<file path="config.mk">
export PLATFORM = sky130hd
export DESIGN_NAME = sha1_block_compress_unit
export DESIGN_NICKNAME = d
export VERILOG_FILES = /design/src/sha1c_pkg.sv /design/src/sha1c_schedule.sv /design/src/sha1c_round.sv /design/src/sha1_block_compress_unit.sv
export SDC_FILE = /design/constraint.sdc
export NUM_CORES = 2
export LEC_CHECK = 0
export BUFFER_PORTS_ARGS = -buffer_cell sky130_fd_sc_hd__buf_4
export CAP_MARGIN = 40
export CORE_MARGIN = 8
export CORE_UTILIZATION = 65
export CTS_BUF_LIST = sky130_fd_sc_hd__clkbuf_8
export DETAILED_ROUTE_END_ITERATION = 7
export PLACE_DENSITY = 0.82
export SLEW_MARGIN = 25
export SYNTH_ARGS = -nofsm -noshare
export SYNTH_HDL_FRONTEND = slang
export SYNTH_SLANG_ARGS = --single-unit
</file>
<file path="constraint.sdc">
create_clock -name clock -period 40 [get_ports clock]
set_clock_uncertainty 0.15 [all_clocks]
set_input_delay 4 -clock clock [delete_from_list [all_inputs] [get_ports clock]]
set_output_delay 4 -clock clock [all_outputs]
set_load 0.02 [all_outputs]
</file>
<file path="src/sha1c_pkg.sv">
// Shared types, constants and helpers for the SHA-1 block compression unit.
// Depends on nothing; every other file of the unit imports it.
package sha1c_pkg;

   typedef logic [31:0] word_type;
   typedef word_type [4:0] chain_type;

   localparam int unsigned NumChain   = 5;
   localparam int unsigned NumSched   = 16;
   localparam int unsigned NumRounds  = 80;

   localparam logic [2:0] LastChainIdx = 3'd4;
   localparam logic [3:0] LastMsgIdx   = 4'd15;
   localparam logic [6:0] LastRound    = 7'd79;

   // Round groups of twenty rounds each.
   typedef enum logic [1:0] {
      PH_CHOOSE = 2'd0,
      PH_PARITY_A = 2'd1,
      PH_MAJORITY = 2'd2,
      PH_PARITY_B = 2'd3
   } phase_type;

   typedef enum logic [1:0] {
      ST_IDLE,
      ST_ROUND,
      ST_FOLD,
      ST_EMIT
   } state_type;

   localparam logic KIND_CHAIN = 1'b0;
   localparam logic KIND_MSG   = 1'b1;

   localparam word_type ROUND_K0 = 32'h5A82_7999;
   localparam word_type ROUND_K1 = 32'h6ED9_EBA1;
   localparam word_type ROUND_K2 = 32'h8F1B_BCDC;
   localparam word_type ROUND_K3 = 32'hCA62_C1D6;

   typedef struct packed {
      logic      load;
      logic      step;
      phase_type phase;
   } round_ctrl_type;

   typedef struct packed {
      logic push;
      logic step;
   } sched_ctrl_type;

   function automatic phase_type round_phase(input logic [6:0] rnd);
      phase_type ph;
      if (rnd < 7'd20) begin
         ph = PH_CHOOSE;
      end else if (rnd < 7'd40) begin
         ph = PH_PARITY_A;
      end else if (rnd < 7'd60) begin
         ph = PH_MAJORITY;
      end else begin
         ph = PH_PARITY_B;
      end
      return ph;
   endfunction

endpackage

</file>
<file path="src/sha1c_schedule.sv">
// Sixteen-word sliding message schedule window of the SHA-1 unit.
// Depends on sha1c_pkg for the word type and the control struct.
module sha1c_schedule import sha1c_pkg::*; (
   input  logic           clock,
   input  sched_ctrl_type ctrl,
   input  word_type       msg_word,
   output word_type       wt
);

   word_type window_ff [NumSched];
   word_type window_in [NumSched];
   word_type expand;

   // window_ff[0] holds W[t]; the next expanded word is W[t+16].
   assign expand = window_ff[13] ^ window_ff[8] ^ window_ff[2] ^ window_ff[0];
   assign wt     = window_ff[0];

   always_comb begin
      for (int i = 0; i < NumSched - 1; i++) begin
         window_in[i] = window_ff[i + 1];
      end
      if (ctrl.push) begin
         window_in[NumSched - 1] = msg_word;
      end else begin
         window_in[NumSched - 1] = {expand[30:0], expand[31]};
      end
   end

   always_ff @(posedge clock) begin
      if (ctrl.push || ctrl.step) begin
         window_ff <= window_in;
      end
   end

endmodule

</file>
<file path="src/sha1c_round.sv">
// Working registers a to e and the shared round datapath of the SHA-1 unit.
// Depends on sha1c_pkg for the word types, round constants and control struct.
module sha1c_round import sha1c_pkg::*; (
   input  logic           clock,
   input  round_ctrl_type ctrl,
   input  chain_type      chain,
   input  word_type       wt,
   output chain_type      work
);

   chain_type work_ff;
   chain_type work_in;
   word_type  a, b, c, d, e;
   word_type  f, k, tmp;

   assign a = work_ff[0];
   assign b = work_ff[1];
   assign c = work_ff[2];
   assign d = work_ff[3];
   assign e = work_ff[4];

   always_comb begin
      unique case (ctrl.phase)
         PH_CHOOSE: begin
            f = (b & c) | (~b & d);
            k = ROUND_K0;
         end
         PH_PARITY_A: begin
            f = b ^ c ^ d;
            k = ROUND_K1;
         end
         PH_MAJORITY: begin
            f = (b & c) | (b & d) | (c & d);
            k = ROUND_K2;
         end
         default: begin
            f = b ^ c ^ d;
            k = ROUND_K3;
         end
      endcase
      tmp = {a[26:0], a[31:27]} + f + e + k + wt;
   end

   always_comb begin
      if (ctrl.load) begin
         work_in = chain;
      end else begin
         work_in[0] = tmp;
         work_in[1] = a;
         work_in[2] = {b[1:0], b[31:2]};
         work_in[3] = c;
         work_in[4] = d;
      end
   end

   always_ff @(posedge clock) begin
      if (ctrl.load || ctrl.step) begin
         work_ff <= work_in;
      end
   end

   assign work = work_ff;

endmodule

</file>
<file path="src/sha1_block_compress_unit.sv">
// Top level of the SHA-1 block compression unit: sequencer, chaining words
// and result port. Depends on sha1c_pkg, sha1c_schedule and sha1c_round.
//
// Usage. The request channel (req_valid, req_ready, req_kind, req_data_word)
// carries one word per transaction. A transaction of kind 0 loads the next
// chaining word, in the order 0 to 4, wrapping after the fifth. A transaction
// of kind 1 appends the next big-endian message word. Loads and message words
// may be interleaved freely; they use independent counters.
// The sixteenth message word of a block starts the compression. The unit then
// runs the 80 rounds at one round per cycle through a single shared round
// datapath, adds the result to the chaining words in the fold state, and
// presents the five new chaining words on the response channel (rsp_valid,
// rsp_ready, rsp_out_index, rsp_digest_word, rsp_last_word), index 0 first,
// with rsp_last_word set on index 4.
// The first response is valid once the round states and the fold state have
// passed; the remaining four follow one per cycle if the receiver is ready.
// req_ready is high only while the unit is idle: it is low during the rounds,
// the final addition and until the last response transaction completes.
// When the receiver stalls, the current response simply holds.
// Reset (synchronous, active high) clears the chaining words and both counters
// and returns the sequencer to idle. The message window has no reset; a block
// only runs once sixteen fresh words have been written.
module sha1_block_compress_unit import sha1c_pkg::*; (
   input  logic        clock,
   input  logic        reset,
   input  logic        req_valid,
   output logic        req_ready,
   input  logic        req_kind,
   input  logic [31:0] req_data_word,
   output logic        rsp_valid,
   input  logic        rsp_ready,
   output logic [2:0]  rsp_out_index,
   output logic [31:0] rsp_digest_word,
   output logic        rsp_last_word
);

   state_type      state_ff, state_in;
   chain_type      chain_ff, chain_in;
   logic [2:0]     load_cnt_ff, load_cnt_in;
   logic [3:0]     word_cnt_ff, word_cnt_in;
   logic [6:0]     rnd_ff, rnd_in;
   logic [2:0]     emit_idx_ff, emit_idx_in;
   logic           req_fire, rsp_fire, block_done;
   round_ctrl_type round_ctrl;
   sched_ctrl_type sched_ctrl;
   word_type       wt;
   chain_type      work;

   assign req_fire   = req_valid && req_ready;
   assign rsp_fire   = rsp_valid && rsp_ready;
   assign block_done = req_fire && (req_kind == KIND_MSG) && (word_cnt_ff == LastMsgIdx);

   sha1c_schedule u_schedule (
      .clock    (clock),
      .ctrl     (sched_ctrl),
      .msg_word (req_data_word),
      .wt       (wt)
   );

   sha1c_round u_round (
      .clock (clock),
      .ctrl  (round_ctrl),
      .chain (chain_ff),
      .wt    (wt),
      .work  (work)
   );

   // Next-state logic of the sequencer.
   always_comb begin
      state_in = state_ff;
      unique case (state_ff)
         ST_IDLE: begin
            if (block_done) begin
               state_in = ST_ROUND;
            end
         end
         ST_ROUND: begin
            if (rnd_ff == LastRound) begin
               state_in = ST_FOLD;
            end
         end
         ST_FOLD: begin
            state_in = ST_EMIT;
         end
         ST_EMIT: begin
            if (rsp_fire && (emit_idx_ff == LastChainIdx)) begin
               state_in = ST_IDLE;
            end
         end
         default: begin
            state_in = ST_IDLE;
         end
      endcase
   end

   // Output and control decode of the sequencer.
   always_comb begin
      req_ready        = 1'b0;
      rsp_valid        = 1'b0;
      round_ctrl.load  = 1'b0;
      round_ctrl.step  = 1'b0;
      round_ctrl.phase = round_phase(rnd_ff);
      sched_ctrl.push  = 1'b0;
      sched_ctrl.step  = 1'b0;
      unique case (state_ff)
         ST_IDLE: begin
            req_ready       = 1'b1;
            sched_ctrl.push = req_valid && (req_kind == KIND_MSG);
            round_ctrl.load = block_done;
         end
         ST_ROUND: begin
            round_ctrl.step = 1'b1;
            sched_ctrl.step = 1'b1;
         end
         ST_FOLD: begin
         end
         ST_EMIT: begin
            rsp_valid = 1'b1;
         end
         default: begin
         end
      endcase
   end

   // Counters and chaining words.
   always_comb begin
      chain_in    = chain_ff;
      load_cnt_in = load_cnt_ff;
      word_cnt_in = word_cnt_ff;
      rnd_in      = rnd_ff;
      emit_idx_in = emit_idx_ff;
      if (req_fire && (req_kind == KIND_CHAIN)) begin
         chain_in[load_cnt_ff] = req_data_word;
         load_cnt_in = (load_cnt_ff == LastChainIdx) ? 3'd0 : load_cnt_ff + 3'd1;
      end
      if (req_fire && (req_kind == KIND_MSG)) begin
         word_cnt_in = word_cnt_ff + 4'd1;
      end
      if (block_done) begin
         rnd_in = 7'd0;
      end else if (state_ff == ST_ROUND) begin
         rnd_in = rnd_ff + 7'd1;
      end
      if (state_ff == ST_FOLD) begin
         for (int i = 0; i < NumChain; i++) begin
            chain_in[i] = chain_ff[i] + work[i];
         end
         emit_idx_in = 3'd0;
      end else if (rsp_fire) begin
         emit_idx_in = emit_idx_ff + 3'd1;
      end
   end

   always_ff @(posedge clock) begin
      if (reset) begin
         state_ff    <= ST_IDLE;
         chain_ff    <= '0;
         load_cnt_ff <= 3'd0;
         word_cnt_ff <= 4'd0;
         rnd_ff      <= 7'd0;
         emit_idx_ff <= 3'd0;
      end else begin
         state_ff    <= state_in;
         chain_ff    <= chain_in;
         load_cnt_ff <= load_cnt_in;
         word_cnt_ff <= word_cnt_in;
         rnd_ff      <= rnd_in;
         emit_idx_ff <= emit_idx_in;
      end
   end

   // Results come straight from the chaining registers.
   assign rsp_out_index   = emit_idx_ff;
   assign rsp_digest_word = chain_ff[emit_idx_ff];
   assign rsp_last_word   = (emit_idx_ff == LastChainIdx);

   // The unit never takes a request while a result is on offer.
   a_no_overlap: assert property (@(posedge clock) disable iff (reset)
      !(req_ready && rsp_valid))
      else $error("request accepted while a response is pending");

   // Completing a block closes the request channel on the next cycle.
   a_block_busy: assert property (@(posedge clock) disable iff (reset)
      block_done |=> !req_ready && (state_ff == ST_ROUND) && (rnd_ff == 7'd0))
      else $error("block completion did not start the rounds");

   // Round counter stays within the eighty rounds.
   a_round_range: assert property (@(posedge clock) disable iff (reset)
      (state_ff == ST_ROUND) |-> (rnd_ff <= LastRound))
      else $error("round counter out of range");

   // After the last round the fold state comes directly before the first result.
   a_fold_then_emit: assert property (@(posedge clock) disable iff (reset)
      (state_ff == ST_ROUND) && (rnd_ff == LastRound) |=> !rsp_valid ##1
      (rsp_valid && (rsp_out_index == 3'd0)))
      else $error("results did not follow the fold cycle");

   // Delivering the final word returns the unit to idle.
   a_last_to_idle: assert property (@(posedge clock) disable iff (reset)
      rsp_fire && rsp_last_word |=> req_ready && !rsp_valid)
      else $error("unit did not go idle after the last result");

endmodule

</file>
==> summary.md <==
| Metric | Value |
|---|---|
| Die Ht | `281.2 µm` |
| Footprint of the multi-input gates | `0.02014 mm²` |
| Maximum vdd ir drop | `0.00008900 V` |
| Commonest non-fill, non-tap cell in the layout | `edfxtp_1` |
| First-pass GRT wire length | `184.8 mm` |
| # hold bufs at CTS | `0` |
| Hold Path Class | `reg -> reg` |
| Routed len/inst | `23.35 µm` |
| Synthesized flop and latch total | `851` |
| Critical Path RT | `40.40 ns` |
| Initial antenna violation count | `3` |
| Post-route ant nets | `0` |
| Crit share post-route | `20.95%` |
| Post-synthesis sequential area ratio | `51.99%` |
| Setup Viol. Count Final | `0` |
| DP Worst Slack | `31.38 ns` |
| Pwr/cell area | `83.53 mW/mm²` |
| Register Area | `0.02377 mm²` |
| Worst skew pair latency | `0.82 ns` |
| Fin Setup TNS | `0 ns` |
| Total Power | `4.198 mW` |
| Violations in the final reports | `DRC` |
| Worst Tran Pin Value | `0.9040 ns` |
| Outcome | `finished with violations` |
| Pre-antenna DRT Iters | `8` |
| Core area | `0.06979 mm²` |
| Clk root buf | `clkbuf_8` |
| Vias in the first global route | `32.02k` |
| Fmax | `119.3 MHz` |
| Via count | `32.95k` |
| CP Data Arrival Time | `8.78 ns` |
| Slowest-stage cell, CP | `clkinv_2` |
| Post-synthesis area per instance | `11.28 µm²` |
| Vias per cell | `6.312` |
| Crit path capture type | `register` |
| Crit start category | `register` |
| Slew headroom | `39.73%` |
| Largest family of logic cells by synthesized area | `compound AO/OA/AOI/OAI gates` |
| Cell mode on critical path | `fa_1` |
| Synth Area in Adders | `11.14%` |
| XOR/XNOR Fraction of Synth Area | `4.675%` |
| Cells after Synth | `4053` |
| Nets | `4531` |
| Main synth FF type | `edfxtp_1` |
| Final wirelength | `121.9 mm` |
| GRT busiest layer | `met2` |
| Complex-gate fraction of the synthesized area | `13.62%` |
| Clock-pin slew on the worst setup and hold paths | `0.06 ns` |
| Area Growth Syn to Fin | `9.953%` |
| CTS Buf Count | `142` |
| Final critical-path required period | `8.380 ns` |
| # H-tree levels | `4` |
| Post-CTS Setup Bufs | `0` |
| Largest stage delay on the critical path | `0.67 ns` |
| Synth Area in Simple Gates | `9.017%` |
| Asr flop ratio synth | `0%` |
| Hpwl dp | `84.14 mm` |
| Max-slew violations | `0` |
| DRC Markers | `1` |
| Initial Utilization | `65.50%` |
| Clock sinks | `851` |
| GRT Util Overall | `30.50%` |
| Pin count of the biggest net entering global routing | `182` |
| Crit Path Category | `reg -> reg` |
| Final Worst Setup Slack | `31.62 ns` |
| Most frequent cells in the layout | `edfxtp_1, nand2_1, inv_1, nor2_1, o21ai_0` |
| Met2 usage | `46.80%` |
| Yosys cell types | `93` |
| Die area | `0.07906 mm²` |
| P_leak | `20.27 nW` |
| Layout filler cell count | `4805` |
| Post-Syn Area | `0.04571 mm²` |
| Port Buf Inserts | `74` |
| Critical path peak fanout | `56` |
| Number of synthesized flops with an enable pin | `672` |
| # rows | `97` |
| Maxcap violations | `0` |
| I/O pins | `75` |
| Yosys warning total | `0` |
| Routability cong. | `0.9783` |
| Fraction of layout cells with a size suffix above 1 | `10.52%` |
| CTS Buffer Depth | `3` |
| CTS tree | `done` |
| Syn Nets | `4422` |
| Chip Width | `281.2 µm` |
| Met1 usage | `40.73%` |
| Final hold vios | `0` |
| Gates resized, CTS repair | `0` |
| Mux cell area share after synthesis | `5.469%` |
| Iteration-0 DRC Markers | `4061` |
| RSZ-0062 raised after global routing | `false` |
| Grt total ovfl | `0` |
| GR Util met3 | `7.578%` |
[metal layers]
metal	vias up	routed length (µm)
met5	-	13
met4	2	5685
met3	386	13100
met2	1938	54890
met1	15790	48200
li1	14830	-
[stage by stage]
stage | util (%) | instances | hold slack (ns) | area [µm²]
6_report | 72.02 | 5221 | 0.2517 | 50260
5_1_grt | 72.02 | 5221 | 0.2659 | 50260
4_1_cts | 71.77 | 5210 | 0.2572 | 50080
3_5_place_dp | 67.91 | 4949 | 0.2545 | 47390
3_3_place_gp | 67.58 | 4939 | 0.2505 | 47160
2_1_floorplan | - | 4053 | 0.2503 | 45710
[flip-flops by register name (all words and copies together), names as in the netlist]
register and cells:
chain_ff 160, load_cnt_ff 3, rnd_ff 7, rsp_out_index 3, state_ff 2, u_round.a 32, u_round.b 32, u_round.c 32
u_round.d 32, u_round.e 32, u_schedule.window_ff 480, u_schedule.wt 32, word_cnt_ff 4
[worst max-delay path, delay by kind of cell, from the launching register on]
| kind | cells | cell delay (ns) |
|---|---|---|
| buffers and inverters | 6 | 1.85 |
| AO/OA/AOI/OAI | 10 | 2.64 |
| AND/OR/NAND/NOR | 2 | 0.30 |
| adder cells (fa/ha/maj) | 6 | 2.52 |
| XOR/XNOR | 1 | 0.14 |
| flip-flops | 1 | 0.48 |
[where the power goes]
part	leakage (nW)	internal [mW]	switching (mW)	total [mW]
clock	1.54	0.377	0.361	0.738
combinational	11.0	0.776	1.13	1.91
sequential	7.74	1.40	0.153	1.55
total	20.3	2.55	1.65	4.20
[kinds of logic (layout without fill, tap and decap cells)]
logic type	after synthesis	in the layout
AOI/OAI and AO/OA	980	980
xor gates and xnor gates	244	244
adders and majority gates	332	332
buffers and inverters	497	723
DFF	851	851
muxes	204	204
other	0	2
and+or+nand+nor	945	945
[layout make-up]
cell class,instances,share of cell area [%]
repair buffers,123,2.392
diodes,2,0.009958
flip-flops and latches,851,47.29
well taps,940,2.340
clock inverters,107,1.135
inverters,339,2.534
multi-input cells,2705,40.08
clock buffers,154,4.217
[worst paths after layout]
check                             from                 to  slack (ns)  cells after the start
min reg2reg  u_schedule.window_ff[459]  u_schedule.wt[11]        0.25                      0
max reg2reg                  rnd_ff[5]      u_round.a[31]       31.62                     25
min          u_schedule.window_ff[459]  u_schedule.wt[11]        0.25                      0
max                          rnd_ff[5]      u_round.a[31]       31.62                     25
[synthesized netlist by cell type, drive strengths merged (30+ instances only)]
library cell,count,area [µm²]
fa,125,2502
buf,30,118.9
o21ai,289,1446
nor3,34,170.2
xnor2,183,1603
nor2,279,1047
edfxtp,672,20180
a211oi,70,545.5
a21o,93,698.2
o21a,33,247.7
nand2,426,1599
a21oi,265,1338
mux4,32,720.7
nand3,46,230.2
mux2,46,518.0
ha,207,2590
o22ai,38,237.7
clkbuf,128,480.5
xor2,61,534.3
dfxtp,179,3583
mux2i,126,1261
inv,338,1269
Power figures use the tool's default switching activity.
